==> config.mk <==
export PLATFORM = sky130hd
export DESIGN_NAME = dsc_ctrl
export DESIGN_NICKNAME = d
export VERILOG_FILES = /design/src/sv/dsc_pkg.sv /design/src/sv/dsc_ctrl.sv
export SDC_FILE = /design/constraint.sdc
export NUM_CORES = 1
export LEC_CHECK = 0
export BUFFER_PORTS_ARGS = -buffer_cell sky130_fd_sc_hd__buf_4
export CORE_MARGIN = 5
export CORE_UTILIZATION = 60
export DETAILED_ROUTE_END_ITERATION = 8
export GPL_ROUTABILITY_DRIVEN = 0
export PLACE_DENSITY = 0.89
export SYNTH_ARGS = -nofsm -noshare
export SYNTH_HDL_FRONTEND = slang
export SYNTH_SLANG_ARGS = --single-unit
==> constraint.sdc <==
create_clock -name clk -period 3.7 [get_ports clk]
set_clock_uncertainty 0.2 [all_clocks]
set_input_delay 0.37 -clock clk [delete_from_list [all_inputs] [get_ports clk]]
set_output_delay 0.37 -clock clk [all_outputs]
set_load 0.1 [all_outputs]
==> src/sv/dsc_pkg.sv <==
package dsc_pkg;

	localparam int OP_W  = 6;
	localparam int CNT_W = 33;

	localparam logic [OP_W-1:0] OP_NONE      = 6'd0;
	localparam logic [OP_W-1:0] OP_LOAD      = 6'd1;
	localparam logic [OP_W-1:0] OP_EU_DIV    = 6'd2;
	localparam logic [OP_W-1:0] OP_EU_MUL    = 6'd3;
	localparam logic [OP_W-1:0] OP_EU_UPD    = 6'd4;
	localparam logic [OP_W-1:0] OP_CM_DIV    = 6'd5;
	localparam logic [OP_W-1:0] OP_CM_SAVE   = 6'd6;
	localparam logic [OP_W-1:0] OP_A_DIV     = 6'd7;
	localparam logic [OP_W-1:0] OP_A_SAVE    = 6'd8;
	localparam logic [OP_W-1:0] OP_B_DIV     = 6'd9;
	localparam logic [OP_W-1:0] OP_B_SAVE    = 6'd10;
	localparam logic [OP_W-1:0] OP_S_DIV     = 6'd11;
	localparam logic [OP_W-1:0] OP_S_SAVE    = 6'd12;
	localparam logic [OP_W-1:0] OP_G_DIV     = 6'd13;
	localparam logic [OP_W-1:0] OP_G_SAVE    = 6'd14;
	localparam logic [OP_W-1:0] OP_U_MUL     = 6'd15;
	localparam logic [OP_W-1:0] OP_U_DIV     = 6'd16;
	localparam logic [OP_W-1:0] OP_U_SAVE    = 6'd17;
	localparam logic [OP_W-1:0] OP_X_MUL     = 6'd18;
	localparam logic [OP_W-1:0] OP_Y_DIV     = 6'd19;
	localparam logic [OP_W-1:0] OP_Y_SAVE    = 6'd20;
	localparam logic [OP_W-1:0] OP_K1_DIV    = 6'd21;
	localparam logic [OP_W-1:0] OP_K1_SAVE   = 6'd22;
	localparam logic [OP_W-1:0] OP_K2_DIV    = 6'd23;
	localparam logic [OP_W-1:0] OP_K2_SAVE   = 6'd24;
	localparam logic [OP_W-1:0] OP_K3_DIV    = 6'd25;
	localparam logic [OP_W-1:0] OP_K3_SAVE   = 6'd26;
	localparam logic [OP_W-1:0] OP_K4_DIV    = 6'd27;
	localparam logic [OP_W-1:0] OP_K4_SAVE   = 6'd28;
	localparam logic [OP_W-1:0] OP_RES_ZERO  = 6'd29;
	localparam logic [OP_W-1:0] OP_RES_NOSOL = 6'd30;
	localparam logic [OP_W-1:0] OP_RES_FIXA  = 6'd31;
	localparam logic [OP_W-1:0] OP_RES_FIXB  = 6'd32;
	localparam logic [OP_W-1:0] OP_RES_SPAN  = 6'd33;

	localparam logic [1:0] ST_FINITE = 2'd0;
	localparam logic [1:0] ST_NONE   = 2'd1;
	localparam logic [1:0] ST_INF    = 2'd2;

	typedef struct packed {
		logic [OP_W-1:0] op;
	} cmd_t;

	typedef struct packed {
		logic a_zero;
		logic b_zero;
		logic c_zero;
		logic r1_zero;
		logic rem_zero;
		logic div_done;
	} stat_t;

endpackage

==> src/sv/dsc_ctrl.sv <==
module dsc_ctrl (
	input  logic           clk,
	input  logic           arst_n,
	input  logic           start,
	input  dsc_pkg::stat_t stat,
	output dsc_pkg::cmd_t  cmd,
	output logic           busy,
	output logic           done
);

	localparam logic [5:0] S_IDLE    = 6'd0;
	localparam logic [5:0] S_CHK     = 6'd1;
	localparam logic [5:0] S_EU_TEST = 6'd2;
	localparam logic [5:0] S_EU_WAIT = 6'd3;
	localparam logic [5:0] S_EU_MUL  = 6'd4;
	localparam logic [5:0] S_EU_UPD  = 6'd5;
	localparam logic [5:0] S_CM_GO   = 6'd6;
	localparam logic [5:0] S_CM_WAIT = 6'd7;
	localparam logic [5:0] S_SPLIT   = 6'd8;
	localparam logic [5:0] S_A_GO    = 6'd9;
	localparam logic [5:0] S_A_WAIT  = 6'd10;
	localparam logic [5:0] S_B_GO    = 6'd11;
	localparam logic [5:0] S_B_WAIT  = 6'd12;
	localparam logic [5:0] S_S_GO    = 6'd13;
	localparam logic [5:0] S_S_WAIT  = 6'd14;
	localparam logic [5:0] S_G_GO    = 6'd15;
	localparam logic [5:0] S_G_WAIT  = 6'd16;
	localparam logic [5:0] S_U_MUL   = 6'd17;
	localparam logic [5:0] S_U_GO    = 6'd18;
	localparam logic [5:0] S_U_WAIT  = 6'd19;
	localparam logic [5:0] S_X_MUL   = 6'd20;
	localparam logic [5:0] S_Y_GO    = 6'd21;
	localparam logic [5:0] S_Y_WAIT  = 6'd22;
	localparam logic [5:0] S_K1_GO   = 6'd23;
	localparam logic [5:0] S_K1_WAIT = 6'd24;
	localparam logic [5:0] S_K2_GO   = 6'd25;
	localparam logic [5:0] S_K2_WAIT = 6'd26;
	localparam logic [5:0] S_K3_GO   = 6'd27;
	localparam logic [5:0] S_K3_WAIT = 6'd28;
	localparam logic [5:0] S_K4_GO   = 6'd29;
	localparam logic [5:0] S_K4_WAIT = 6'd30;
	localparam logic [5:0] S_SPAN    = 6'd31;
	localparam logic [5:0] S_FIN     = 6'd32;

	logic [5:0] state_q, nxt;

	always_ff @(posedge clk or negedge arst_n) begin
		if (!arst_n) begin
			state_q <= S_IDLE;
		end else begin
			state_q <= nxt;
		end
	end

	always_comb begin
		nxt    = state_q;
		cmd.op = dsc_pkg::OP_NONE;
		unique case (state_q)
			S_IDLE: if (start) begin
				cmd.op = dsc_pkg::OP_LOAD;
				nxt    = S_CHK;
			end
			S_CHK: begin
				if (stat.a_zero && stat.b_zero) begin
					cmd.op = dsc_pkg::OP_RES_ZERO;
					nxt    = S_FIN;
				end else begin
					nxt = S_EU_TEST;
				end
			end
			S_EU_TEST: begin
				if (stat.r1_zero) begin
					nxt = S_CM_GO;
				end else begin
					cmd.op = dsc_pkg::OP_EU_DIV;
					nxt    = S_EU_WAIT;
				end
			end
			S_EU_WAIT: if (stat.div_done) nxt = S_EU_MUL;
			S_EU_MUL: begin
				cmd.op = dsc_pkg::OP_EU_MUL;
				nxt    = S_EU_UPD;
			end
			S_EU_UPD: begin
				cmd.op = dsc_pkg::OP_EU_UPD;
				nxt    = S_EU_TEST;
			end
			S_CM_GO: begin
				cmd.op = dsc_pkg::OP_CM_DIV;
				nxt    = S_CM_WAIT;
			end
			S_CM_WAIT: if (stat.div_done) begin
				if (!stat.rem_zero) begin
					cmd.op = dsc_pkg::OP_RES_NOSOL;
					nxt    = S_FIN;
				end else begin
					cmd.op = dsc_pkg::OP_CM_SAVE;
					nxt    = S_SPLIT;
				end
			end
			S_SPLIT: begin
				priority if (stat.a_zero) begin
					cmd.op = dsc_pkg::OP_RES_FIXA;
					nxt    = S_FIN;
				end else if (stat.b_zero) begin
					cmd.op = dsc_pkg::OP_RES_FIXB;
					nxt    = S_FIN;
				end else begin
					nxt = S_A_GO;
				end
			end
			S_A_GO: begin
				cmd.op = dsc_pkg::OP_A_DIV;
				nxt    = S_A_WAIT;
			end
			S_A_WAIT: if (stat.div_done) begin
				cmd.op = dsc_pkg::OP_A_SAVE;
				nxt    = S_B_GO;
			end
			S_B_GO: begin
				cmd.op = dsc_pkg::OP_B_DIV;
				nxt    = S_B_WAIT;
			end
			S_B_WAIT: if (stat.div_done) begin
				cmd.op = dsc_pkg::OP_B_SAVE;
				nxt    = S_S_GO;
			end
			S_S_GO: begin
				cmd.op = dsc_pkg::OP_S_DIV;
				nxt    = S_S_WAIT;
			end
			S_S_WAIT: if (stat.div_done) begin
				cmd.op = dsc_pkg::OP_S_SAVE;
				nxt    = S_G_GO;
			end
			S_G_GO: begin
				cmd.op = dsc_pkg::OP_G_DIV;
				nxt    = S_G_WAIT;
			end
			S_G_WAIT: if (stat.div_done) begin
				cmd.op = dsc_pkg::OP_G_SAVE;
				nxt    = S_U_MUL;
			end
			S_U_MUL: begin
				cmd.op = dsc_pkg::OP_U_MUL;
				nxt    = S_U_GO;
			end
			S_U_GO: begin
				cmd.op = dsc_pkg::OP_U_DIV;
				nxt    = S_U_WAIT;
			end
			S_U_WAIT: if (stat.div_done) begin
				cmd.op = dsc_pkg::OP_U_SAVE;
				nxt    = S_X_MUL;
			end
			S_X_MUL: begin
				cmd.op = dsc_pkg::OP_X_MUL;
				nxt    = S_Y_GO;
			end
			S_Y_GO: begin
				cmd.op = dsc_pkg::OP_Y_DIV;
				nxt    = S_Y_WAIT;
			end
			S_Y_WAIT: if (stat.div_done) begin
				cmd.op = dsc_pkg::OP_Y_SAVE;
				nxt    = S_K1_GO;
			end
			S_K1_GO: begin
				cmd.op = dsc_pkg::OP_K1_DIV;
				nxt    = S_K1_WAIT;
			end
			S_K1_WAIT: if (stat.div_done) begin
				cmd.op = dsc_pkg::OP_K1_SAVE;
				nxt    = S_K2_GO;
			end
			S_K2_GO: begin
				cmd.op = dsc_pkg::OP_K2_DIV;
				nxt    = S_K2_WAIT;
			end
			S_K2_WAIT: if (stat.div_done) begin
				cmd.op = dsc_pkg::OP_K2_SAVE;
				nxt    = S_K3_GO;
			end
			S_K3_GO: begin
				cmd.op = dsc_pkg::OP_K3_DIV;
				nxt    = S_K3_WAIT;
			end
			S_K3_WAIT: if (stat.div_done) begin
				cmd.op = dsc_pkg::OP_K3_SAVE;
				nxt    = S_K4_GO;
			end
			S_K4_GO: begin
				cmd.op = dsc_pkg::OP_K4_DIV;
				nxt    = S_K4_WAIT;
			end
			S_K4_WAIT: if (stat.div_done) begin
				cmd.op = dsc_pkg::OP_K4_SAVE;
				nxt    = S_SPAN;
			end
			S_SPAN: begin
				cmd.op = dsc_pkg::OP_RES_SPAN;
				nxt    = S_FIN;
			end
			S_FIN: nxt = S_IDLE;
			default: nxt = S_IDLE;
		endcase
	end

	assign busy = (state_q != S_IDLE);
	assign done = (state_q == S_FIN);

`ifndef SYNTH
	a_fin_to_idle: assert property (@(posedge clk) disable iff (!arst_n)
		done |=> !busy) else $error("result beat not followed by idle");
	a_accept_busy: assert property (@(posedge clk) disable iff (!arst_n)
		(start && !busy) |=> (busy && !done)) else $error("accepted beat not taken up");
	a_done_in_wait: assert property (@(posedge clk) disable iff (!arst_n)
		stat.div_done |-> (state_q == S_EU_WAIT || state_q == S_CM_WAIT ||
		state_q == S_A_WAIT || state_q == S_B_WAIT || state_q == S_S_WAIT ||
		state_q == S_G_WAIT || state_q == S_U_WAIT || state_q == S_Y_WAIT ||
		state_q == S_K1_WAIT || state_q == S_K2_WAIT || state_q == S_K3_WAIT ||
		state_q == S_K4_WAIT)) else $error("divider result outside a wait state");
`endif

endmodule

==> flow_summary.yaml, run 1 <==
die:
  fp.dieW_um: 50.85
  initial_utilization: 0.6494
  die_h_um: 50.85
  rows: 14
  die-area_sq_mm: 0.002585
  core-area_sq_mm: 0.001541
  ios: 17
worst_setup_path:
  endpoint: "cmd[0]"
  reg2reg_slack_ns: 1.34
  path_delay_family: "flip-flops"
  timing.rr.start: "state_q[1]"
  crit_fanout: 26
  path_buf_inv: 1
  critPathArrivalTime_ns: 2.43
  r2r_cells: 5
  worst_r2r_endpoint: "state_q[1]"
  cp-end-kind: "output pin"
  crit_path_start_kind: "register"
  crit_path_max_incr_delay_ns: 0.91
  worst-path-stages: 6
  critPathKind: "reg2out"
  crit_chain: "nor2_1 -> and4_1 -> nand3_1 -> o311ai_1 -> a211o_1 -> buf_4"
  startpoint: "state_q[3]"
  required_ns: 3.13
  slowest_stage: "dfrtp_1"
route:
  drc: 0
  vias: 1205
  routed_wl_um: 2821
  vias_per_cell: 7.130
  wl_per_cell_um: 16.69
  firstDrtPassIters: 7
  ant_nets: 0
  drt_iter0_markers: 58
layout:
  regMostFlops: "state_q"
  largest_reg_flops: 6
  fillers: 128
  top_regs: "state_q x6"
  layout.nets: 164
  layoutNonFillerInstCount: 169
  diodes: 0
  area_growth_pct: 10.00
  final_util: 0.7143
  layout-drive-gt1-share: 0.1961
yosys:
  synth_common_cells: "20 x nor2_1, 14 x nand2_1, 12 x a21oi_1"
  synth_top_area_cell: "dfrtp_1"
  avgSynthCellArea_sq_um: 6.763
  synth_edf_count: 0
  seq_area_frac_synth: 0.1500
  ys.flop_type: "dfrtp_1"
  synth_cell_type_count: 47
  synth_top_area_frac: 0.1500
  syn_inst: 148
  synth_area_leaders: "dfrtp_1 15%, nor2_1 7.5%, a21oi_1 6.0%, nand2_1 5.3%, nand2b_1 4.4%"
  synth_seq_cells: 6
  syn_area_sq_mm: 0.001001
  synth_warnings: 0
  synthMostInstantiatedCell: "nor2_1"
  async_reset_ff_frac: 1.000
  synth_fp_nets: 157
sta:
  finalCritPeriodShare: 0.8096
  rsz0062_at_grt: "no"
  finalSetupViolCount: 0
  final-hold-violation-count: 0
  fin_crit_ns: 2.996
  setup_tns_ns: 0
  slew_viol_final: 0
  hold_ws_ns: 0.2829
  worst_slew_pin_slew_ns: 0.8912
  slew_headroom: 0.4059
  clock.fmax_mhz: 333.8
cts:
  clockBufferDepth: 2
  clock-root-buffer: "clkbuf_4"
  cts_tree: "built"
  cts_resized: 0
  cts-hold-fix-buffers: 1
  clock_latency_ns: 0.24
  cts_max_level: 1
  cts_made_buffers: 3
  postCtsSetupBuffers: 0
  path_clk_slew_ns: 0.04
  cts.sinks: 6
placement:
  dp_hpwl_um: 1979
  port_buffers: 15
  dp.cells: 165
grt:
  grt_usage: 0.2099
  grt_pass1_wl_um: 4402
  grt_pass1_vias: 998
  antenna_found_initial: 0
  grt_max_degree: 27
  gr-total-overflow: 0
status:
  status: "completed"
min_path:
  holdCritPathClass: "in2async"
job:
  maxCapViolCount: 0
==> area by class of cell <==
| type | instances | area (sq um) | area share |
|---|---|---|---|
| well taps | 16 | 20.02 | 0.01818 |
| repair buffers | 16 | 122.6 | 0.1114 |
| clock buffers | 3 | 22.52 | 0.02045 |
| inverters | 7 | 26.28 | 0.02386 |
| multi-input cells | 121 | 759.5 | 0.6898 |
| flip-flops and latches | 6 | 150.1 | 0.1364 |
==> per-stage QoR <==
step                instance area (sq um)  worst slack (ns)
global placement                     1069             1.033
global route                         1101            0.5905
detailed placement                   1069             1.014
floorplan                            1011            0.6393
CTS                                  1101            0.7543
finish                               1101            0.7044
==> placed cells by master (no fill, tap or decap), types with 3 or more instances in the layout <==
| cell type | n |
|---|---|
| a21oi_1 | 12 |
| a31oi_1 | 4 |
| and4_1 | 3 |
| buf_4 | 15 |
| clkbuf_4 | 3 |
| dfrtp_1 | 6 |
| inv_1 | 7 |
| nand2_1 | 14 |
| nand2b_1 | 7 |
| nand3_1 | 7 |
| nor2_1 | 20 |
| nor3_1 | 3 |
| o21ai_0 | 4 |
| o21ai_1 | 3 |
| o22ai_1 | 3 |
| or3_1 | 3 |
==> cell families (layout without fill, tap and decap cells) <==
family / Yosys count / in the layout / share of synthesized area
DFF: 6 / 6 / 0.1500
and+or+nand+nor: 67 / 67 / 0.3437
AOI/OAI and AO/OA: 51 / 51 / 0.3775
muxes: 1 / 1 / 0.01000
buffers and inverters: 21 / 26 / 0.1012
xor gates and xnor gates: 2 / 2 / 0.01750
==> routing by layer <==
layer  part of all wire  GRT usage  up-vias  wire (um)
li1                   -          -      558          -
met2               0.48     0.3368       79       1368
met1               0.39     0.2774      556       1101
met5                  0          0        -          0
met4              0.025     0.1021        0         70
met3              0.099    0.02326       12        280
==> worst min path at each step <==
stage            from          to  slack, ns  depth (start not counted)
6_report       arst_n  state_q[0]       0.28                          2
5_1_grt        arst_n  state_q[5]       0.30                          2
4_1_cts        arst_n  state_q[0]       0.27                          2
3_5_place_dp   arst_n  state_q[0]      -0.02                          1
3_3_place_gp   arst_n  state_q[0]      -0.02                          1
2_1_floorplan  arst_n  state_q[0]      -0.13                          0
Power of run 1 is not shown: default switching activity piles up to over one toggle a cycle in this logic, so the estimate is an artifact.
==> run 2, diff against run 1 <==
CORE_UTILIZATION = 50   (was 60)
PLACE_DENSITY = 0.8   (was 0.89)
clock period = 2.5 ns   (was 3.7 ns; I/O delays follow)
==> run 2 against run 1 <==
  * Critical endpoint unchanged
  * Via count is 3.2% higher
  * Critical path type unchanged
  * Die area is 16% higher
  * First-iteration DRC count is 36% higher
  * Flip-flop and latch count stayed put
  * Register-to-register slack worse by 0.96 ns
  * Wire length is 14% higher
  * Largest cell class unchanged
==> flow_summary.yaml, run 2 (same netlist as run 1, synthesis figures left out) <==
status:
  status: "completed"
die:
  die-area_sq_mm: 0.002996
  core-area_sq_mm: 0.001942
  rows: 16
  die_h_um: 54.74
  initial_utilization: 0.5155
  fp.dieW_um: 54.74
  ios: 17
sta:
  worst_slew_pin_slew_ns: 0.4926
  final-hold-violation-count: 0
  clock.fmax_mhz: 409.1
  slew_headroom: 0.6704
  finalCritPeriodShare: 0.9778
  slew_viol_final: 0
  finalSetupViolCount: 0
  fin_crit_ns: 2.445
cts:
  clock-root-buffer: "clkbuf_4"
  cts_max_level: 1
  path_clk_slew_ns: 0.05
  clock_latency_ns: 0.24
  cts_made_buffers: 3
  cts.sinks: 6
  cts_tree: "built"
  clockBufferDepth: 2
layout:
  largest_reg_flops: 6
  layout_commonest_cell: "buf_4"
  layout.nets: 181
  finalInstanceArea_sq_mm: 0.001292
  fillers: 178
  area_growth_pct: 29.13
  diodes: 0
  layoutNonFillerInstCount: 197
  final_cell_mix: "29 x buf_4, 18 x nor2_1, 14 x nand2_1, 12 x a21oi_1"
  top_regs: "state_q x6"
  layout-drive-gt1-share: 0.3235
  regMostFlops: "state_q"
worst_setup_path:
  crit_path_start_kind: "register"
  crit_fanout: 8
  critPathArrivalTime_ns: 1.99
  cp-end-kind: "output pin"
  critPathKind: "reg2out"
  required_ns: 2.05
  reg2reg_slack_ns: 0.38
route:
  vias_per_cell: 6.310
  vias: 1243
  routed_wl_um: 3215
  ant_nets: 0
  drt_iter0_markers: 79
  drc: 0
  wl_per_cell_um: 16.32
  firstDrtPassIters: 5
grt:
  grt_usage: 0.2298
  grt_max_degree: 14
  grt_pass1_wl_um: 5154
  gr-total-overflow: 0
  grt_pass1_vias: 1122
  antenna_found_initial: 0
placement:
  dp_hpwl_um: 2423
  placed_area_sq_mm: 0.001197
  port_buffers: 15
  dp.cells: 189
min_path:
  holdCritPathClass: "in2async"
job:
  maxCapViolCount: 0
## run 2: metrics by stage
step	setup WS [ns]	setup TNS, ns	hold slack [ns]	utilization
2_1_floorplan	0.01590	0	-0.2456	-
3_3_place_gp	0.2378	0	-0.1445	0.6166
3_5_place_dp	0.2159	0	-0.1394	0.6166
4_1_cts	0.01424	0	0.1407	0.6366
5_1_grt	-0.01722	-0.03076	0.1618	0.6656
6_report	0.05544	0	0.1550	0.6656
## run 2: area by class of cell
class                      count  area, sq um  share of cell area
tap                           27        33.78             0.02614
sequential                     6        157.7              0.1220
multi-input combinational    121        790.8              0.6118
clock buffer                   3        22.52             0.01742
timing repair buffer          33        261.5              0.2023
inverter                       7        26.28             0.02033
## run 2: final timing paths
check | cells after the start | end | from
min reg2reg | 1 | state_q[1] | state_q[1]
max | 6 | cmd[0] | state_q[2]
min in group clk | 3 | state_q[3] | stat[1]
max in group asynchronous | 2 | state_q[5] | arst_n
max reg2reg | 6 | state_q[1] | state_q[3]
min | 2 | state_q[2] | arst_n
## run 2: repair_timing
action                                  in CTS  in global routing
endpoints found under the hold margin        6                  0
setup buffers                                0                  4
gates resized for setup                      4                  8
hold buffers                                 1                  0
endpoints found under the setup margin       4                  5
## run 2: worst max-delay path: stages, from the launching register on
cell and delay [ns]:
dfrtp_2 0.46, or2b_2 0.35, a32o_1 0.26, nand3_1 0.08, o311ai_1 0.10, a211o_1 0.31, buf_6 0.19
## run 2: layer usage
layer  wire length [um]  track usage  part of all wire  vias to the layer above
met3                287     0.008174             0.089                        6
met2               1609       0.3996              0.50                       77
met4                 44      0.07884             0.014                        0
met1               1273       0.2984              0.40                      567
li1                   -            -                 -                      593
met5                  0            0                 0                        -
Power of run 2 is left out for the same reason.
